## src/hdl/cbf_pkg.sv

```systemverilog
// Shared types, codes and sizing constants of the counting Bloom filter.
package cbf_pkg;

  // Store geometry.
  localparam int unsigned MAX_PARTITIONS = 16;
  localparam int unsigned MAX_SLOTS      = 4096;
  localparam int unsigned COUNTER_BITS   = 8;
  localparam int unsigned PART_W  = $clog2(MAX_PARTITIONS);
  localparam int unsigned SLOT_W  = $clog2(MAX_SLOTS);
  localparam int unsigned ADDR_W  = PART_W + SLOT_W;
  localparam int unsigned KCFG_W  = 5;
  localparam int unsigned MCFG_W  = 13;
  localparam int unsigned COUNT_W = 32;

  localparam logic [COUNTER_BITS-1:0] COUNTER_MAX = '1;

  // Hash constants.
  localparam logic [63:0] MIX_MUL   = 64'h2127599bf4325c37;
  localparam logic [63:0] HASH_MUL  = 64'h880355f21e6d1965;
  localparam logic [63:0] HASH_SEED = HASH_MUL << 3;

  // Request codes.
  localparam logic [1:0] REQ_INSERT = 2'd0;
  localparam logic [1:0] REQ_REMOVE = 2'd1;
  localparam logic [1:0] REQ_FIND   = 2'd2;

  // Configuration register indexes.
  localparam logic [1:0] CFG_PARTITION_COUNT     = 2'd0;
  localparam logic [1:0] CFG_SLOTS_PER_PARTITION = 2'd1;
  localparam logic [1:0] CFG_HASH_SALT           = 2'd2;

  typedef struct packed {
    logic [1:0]  req_type;
    logic [63:0] key;
  } cbf_req_t;

  typedef struct packed {
    logic                hit;
    logic [COUNT_W-1:0]  element_count;
  } cbf_rsp_t;

  // Controller to datapath commands.
  typedef struct packed {
    logic clr_wr;
    logic hash_start;
    logic rem_start;
    logic iter_load;
    logic mem_upd;
    logic iter_next;
    logic finish;
  } cbf_cmd_t;

  // Datapath to controller status.
  typedef struct packed {
    logic clr_last;
    logic hash_done;
    logic rem_done;
    logic iter_last;
    logic find_miss;
    logic out_free;
  } cbf_sts_t;

endpackage

```

## src/hdl/cbf_ctrl.sv

```systemverilog
// Controller state machine that sequences clearing, hashing, the remainder, the slot walk and the result.
module cbf_ctrl import cbf_pkg::*; (
  input  logic     clk_i,
  input  logic     rst_ni,
  input  logic     in_valid_i,
  output logic     in_ready_o,
  input  cbf_sts_t sts_i,
  output cbf_cmd_t cmd_o
);

  typedef enum logic [2:0] {
    ST_CLEAR,
    ST_IDLE,
    ST_HASH,
    ST_REM,
    ST_READ,
    ST_UPDATE,
    ST_DONE
  } state_e;

  state_e state_q, state_d;

  // Next state and command decode.
  always_comb begin
    state_d    = state_q;
    cmd_o      = '0;
    in_ready_o = 1'b0;
    case (state_q)
      ST_CLEAR: begin
        cmd_o.clr_wr = 1'b1;
        if (sts_i.clr_last) state_d = ST_IDLE;
      end
      ST_IDLE: begin
        in_ready_o = 1'b1;
        if (in_valid_i) begin
          cmd_o.hash_start = 1'b1;
          state_d = ST_HASH;
        end
      end
      ST_HASH: begin
        if (sts_i.hash_done) begin
          cmd_o.rem_start = 1'b1;
          state_d = ST_REM;
        end
      end
      ST_REM: begin
        if (sts_i.rem_done) begin
          cmd_o.iter_load = 1'b1;
          state_d = ST_READ;
        end
      end
      ST_READ: begin
        state_d = ST_UPDATE;
      end
      ST_UPDATE: begin
        cmd_o.mem_upd = 1'b1;
        if (sts_i.find_miss || sts_i.iter_last) begin
          state_d = ST_DONE;
        end else begin
          cmd_o.iter_next = 1'b1;
          state_d = ST_READ;
        end
      end
      ST_DONE: begin
        if (sts_i.out_free) begin
          cmd_o.finish = 1'b1;
          state_d = ST_IDLE;
        end
      end
      default: state_d = ST_IDLE;
    endcase
  end

  always_ff @(posedge clk_i or negedge rst_ni) begin
    if (!rst_ni) begin
      state_q <= ST_CLEAR;
    end else begin
      state_q <= state_d;
    end
  end

endmodule

```

## config.mk

```make
export PLATFORM = sky130hd
export DESIGN_NAME = cbf_ctrl
export DESIGN_NICKNAME = d
export VERILOG_FILES = /design/src/hdl/cbf_pkg.sv /design/src/hdl/cbf_ctrl.sv
export SDC_FILE = /design/constraint.sdc
export NUM_CORES = 1
export LEC_CHECK = 0
export ABC_AREA = 1
export BUFFER_PORTS_ARGS = -buffer_cell sky130_fd_sc_hd__buf_2
export CELL_PAD_IN_SITES_DETAIL_PLACEMENT = 1
export CELL_PAD_IN_SITES_GLOBAL_PLACEMENT = 2
export CORE_MARGIN = 4
export CORE_UTILIZATION = 17
export CTS_CLUSTER_SIZE = 24
export DETAILED_ROUTE_END_ITERATION = 12
export GPL_TIMING_DRIVEN = 0
export PLACE_DENSITY_LB_ADDON = 0.25
export SLEW_MARGIN = 5
export SYNTH_ARGS = -nofsm -noshare
export SYNTH_HDL_FRONTEND = slang
export SYNTH_SLANG_ARGS = --single-unit
```

## constraint.sdc

```tcl
create_clock -name clk_i -period 1.16 [get_ports clk_i]
set_input_delay 0.232 -clock clk_i [delete_from_list [all_inputs] [get_ports clk_i]]
set_output_delay 0.232 -clock clk_i [all_outputs]
set_load 0.02 [all_outputs]
```

== Yosys cells after proc, flatten, opt, wreduce, memory -nomap -nowiden ==
Cells that the tools add are included.

* Add/sub/neg operators: 0
* $mul: 0
* Divide/modulo/power cells: 0
* Order comparisons: 0
* Equality and inequality tests: 11
* Shift operators: 0
* Muxes and demuxes: 19
* Bitwise logic cells: 0
* Reductions and logical operators: 3

{| class="wikitable"
|+ Operator list
! cell !! count
|-
| 3-bit case mux with 7 select lines || 1
|-
| 3-bit two-way mux || 5
|-
| 1-bit two-way mux || 11
|-
| 2-bit inequality test (second input constant) || 5
|-
| 3-bit == test (second input constant) || 3
|-
| 3-bit by 2-bit == test with 1-bit output (second input constant) || 2
|-
| 5-bit AND reduction || 1
|-
| 2-bit two-way mux || 2
|-
| 3-bit by 1-bit == test with 1-bit output (second input constant) || 1
|-
| 3-bit zero test || 1
|-
| 1-bit logical OR || 1
|}

* Bits in registers: 3
* Latch bits: 0
* Bits in writable memories: 0
* Bits in read-only memories: 0
* Input port bits: 9
* Output and inout port bits: 8
* Word-level logic and storage cells: 34
* Memories: 0

== Longest topological paths before layout ==
* Word-level depth: 3
* Mapped depth: 9
* Mapped depth without buffers: 8

== Least setup slack after synthesis ==
OpenSTA, ideal clock, no wires.

* Path type: register to output
* Start point: reg state_q[1]
* End point: out cmd_o[1] (netlist name)
* Arrival: 1268 ps
* Required time: 928 ps
* Setup slack: -340 ps
* Stages on the path, launching flop included: 5
* Buffers on the path: 1
* Cells stage by stage: dfrtp_1 buf_6 inv_1 nand2_1 nor4_1

{| class="wikitable"
|+ RTL lines
! element !! RTL line !! RTL
|-
| start: declaration || cbf_ctrl.sv:21 || <nowiki>state_e state_q, state_d;</nowiki>
|-
| start signal: assignment || cbf_ctrl.sv:78 || <nowiki>state_q <= state_d;</nowiki>
|-
| end: declaration || cbf_ctrl.sv:8 || <nowiki>output cbf_cmd_t cmd_o</nowiki>
|}

==> results.toml <==
[routing]
wl_met1_um = 419
post_drt_wl_per_cell_um = 9.48
drc = 0
firstDrtPassIters = 3
routed-wl-met3_um = 23
dr.first_iter.drc_count = 2
final_antenna_net_count = 0
drt-total-wl_mm = 1.02
routed-via-count = 426
wl_met2_um = 581
vias_per_cell = 3.94
top_layer_used = "met3"

[power_and_ir_drop]
clkPwrFrac_pct = 10.8
power_frac_comb_pct = 77.7
p_int_uw = 903
swShare_pct = 45.3
p_switching_uw = 749
power.leakage_uw = 0.000339
powerDensity_nw_per_um2 = 2490
seq_power_share_pct = 11.5
peakVddDrop_v = 0.000723
total_power_uw = 1650

[synthesis]
async_flop_share_pct = 100
synth_enable_flop_cells = 0
ys.flop_type = "dfrtp_1"
synth-seq-area-share_pct = 24.4
synth_cell_types = 17
ys_ff_latch = 3
syn_area_um2 = 308
syn_area_per_cell_um2 = 6.28
synth_most_common_cell = "nand2_1"
synth_area_leader_cell = "dfrtp_1"
yosysWarningCount = 0
synthTopCellsByCount = "nand2_1 (10), inv_1 (8), nor2_1 (6), nand3_1 (5), nor3_1 (4)"
netlist.area_leader.share_pct = 24.4
syn_inst = 49
yosys-top-cells-area = "dfrtp_1 (24%), nand2_1 (12%), inv_1 (9.8%)"
synth_nets = 58

[global_route]
antenna_found_initial = 0
grt_use_total_pct = 8.77
grt_pass1_wl_mm = 1.66
grt_pass1_vias = 429
grt_max_degree = 9
gr-total-overflow = 0

[worst_setup_path]
critPathSlowestCell = "dfrtp_1"
worstPathArrival_ns = 1.16
path_cells = "buf_6 -> inv_6 -> nand2_8 -> nor4_4 -> buf_4"
r2r_cells = 9
required_ns = 0.93
cp_max_fo = 7
end_kind = "output pin"
critical-path-max-stage-delay_ns = 0.36
start_kind = "flop"
path_class = "flop to output pin"
r2r-end = "state_q[0]$_DFFE_PN0P_"
reg2reg_slack_ns = -0.06
rr_startpoint = "state_q[1]$_DFFE_PN0P_"

[floorplan]
die_area_um2 = 2560
die_width_um = 50.6
die_h_um = 50.6
io_pins = 17
fp.coreArea_um2 = 1730
start_util_pct = 17.8
fp-row-count = 15

[sta]
relSlewSlack_pct = 87.8
drv_slew = 0
worst-slew-pin-transition_ns = 0.182
setup_tns_ns = -1.60
hold_viol = 0
period_needed_ns = 1.39
rsz0062_at_grt = "true"
setup_slack_ns = -0.228
min_period_over_period_pct = 120
finClkSkew_ns = 0.000125
hold_ws_ns = 0.336
max_freq_mhz = 721
setup_violations = 11

[cells_and_area]
area_delta_synth_final_pct = 115
largest_reg_flops = 3
top_regs = "state_q: 3 flops"
drive_above_1_share_pct = 63.9
largest-register = "state_q"
diodes = 0
final_nets = 93
final_cell_area_um2 = 663

[placement]
postPlaceCellArea_um2 = 449
dp.final_hpwl_um = 678
io_buffers = 16
finalWeightedCongestion = 0.624

[job]
cap_violations = 0

[hold_path]
hold_class = "primary input to asynchronous set/reset pin"

[run_status]
violations = "setup timing"
status = "complete, but fails checks"

[clock_tree]
clock_latency_ns = 0.23
cts-buffers-inserted = 3
cts_tree = "built"
clkTransAtPathRegs_ns = 0.04
h-tree-depth = 1
cts.sink_count = 3
clk_path_buf_depth = 2
cts_root_buf = "clkbuf_4"
[stage by stage]
step / util [%] / worst slack [ns] / cells
6_report: 38.4 / -0.228 / 108
5_1_grt: 38.4 / -0.313 / 108
4_1_cts: 34.2 / -0.235 / 103
3_5_place_dp: 26.0 / -0.126 / 90
3_3_place_gp: 26.0 / -0.128 / 90
2_1_floorplan: - / -0.0579 / 49
[critical path, delay by kind of cell, from the launching register on]
kind | cells | cell delay, ns
buffers and inverters | 3 | 0.39
and+or+nand+nor | 2 | 0.18
DFF | 1 | 0.36
[cells in the final DEF (no fill, tap or decap), drive strengths merged]
cell type    count
a21oi            1
buf             31
clkbuf           4
clkinv           1
dfrtp            3
dlygate4sd3      1
inv              8
nand2           12
nand3            6
nand4            2
nor2             8
nor3             4
nor4             1
o21ai            1
[area by class of cell]
| cell class | instances | area (um^2) |
|---|---|---|
| Buffer | 2 | 26.3 |
| Clock buffer | 4 | 26.3 |
| Fill cell | 230 | 1060 |
| Inverter | 9 | 43.8 |
| Multi-Input combinational cell | 35 | 240 |
| Sequential cell | 3 | 76.3 |
| Tap cell | 25 | 31.3 |
| Timing Repair Buffer | 30 | 219 |
[worst max-delay path by stage]
| stage | from | endpoint | cells after the start |
|---|---|---|---|
| finish | state_q[1]$_DFFE_PN0P_ | cmd_o[1] | 5 |
| global route | state_q[1]$_DFFE_PN0P_ | cmd_o[1] | 5 |
| CTS | state_q[1]$_DFFE_PN0P_ | cmd_o[1] | 5 |
| detailed placement | state_q[1]$_DFFE_PN0P_ | cmd_o[1] | 5 |
| global placement | state_q[1]$_DFFE_PN0P_ | cmd_o[1] | 5 |
| floorplan | state_q[1]$_DFFE_PN0P_ | cmd_o[2] | 4 |
[per-layer routing]
layer  global-route usage [%]  up-vias
met3                    0.890        0
met4                     8.07        0
met5                        0        -
met2                     15.4        6
met1                     8.96      195
li1                         -      225
[cell families after synthesis]
kind of cell / count (synthesis) / share of synthesized area [%]
compound gates: 2 / 3.25
simple gates: 33 / 53.3
buf+inv: 11 / 19.1
flops: 3 / 24.4
[what timing repair did]
item                                   CTS  global route
pin swaps                                1             2
buffers inserted                         8             5
endpoints found under the hold margin    3             0
hold buffers                             1             0
setup endpoints to repair               11            11
gates resized for setup                 18            10
[power groups by stage]
stage | sequential [uW] | clock (uW) | combinational, uW
final | 191 | 178 | 1280
after CTS | 191 | 190 | 1070
after detailed placement | 188 | 0 | 812
after global routing | 199 | 211 | 1400
after global placement | 188 | 0 | 811
after floorplan | 181 | 0 | 630
(Power assumes the default switching activity.)
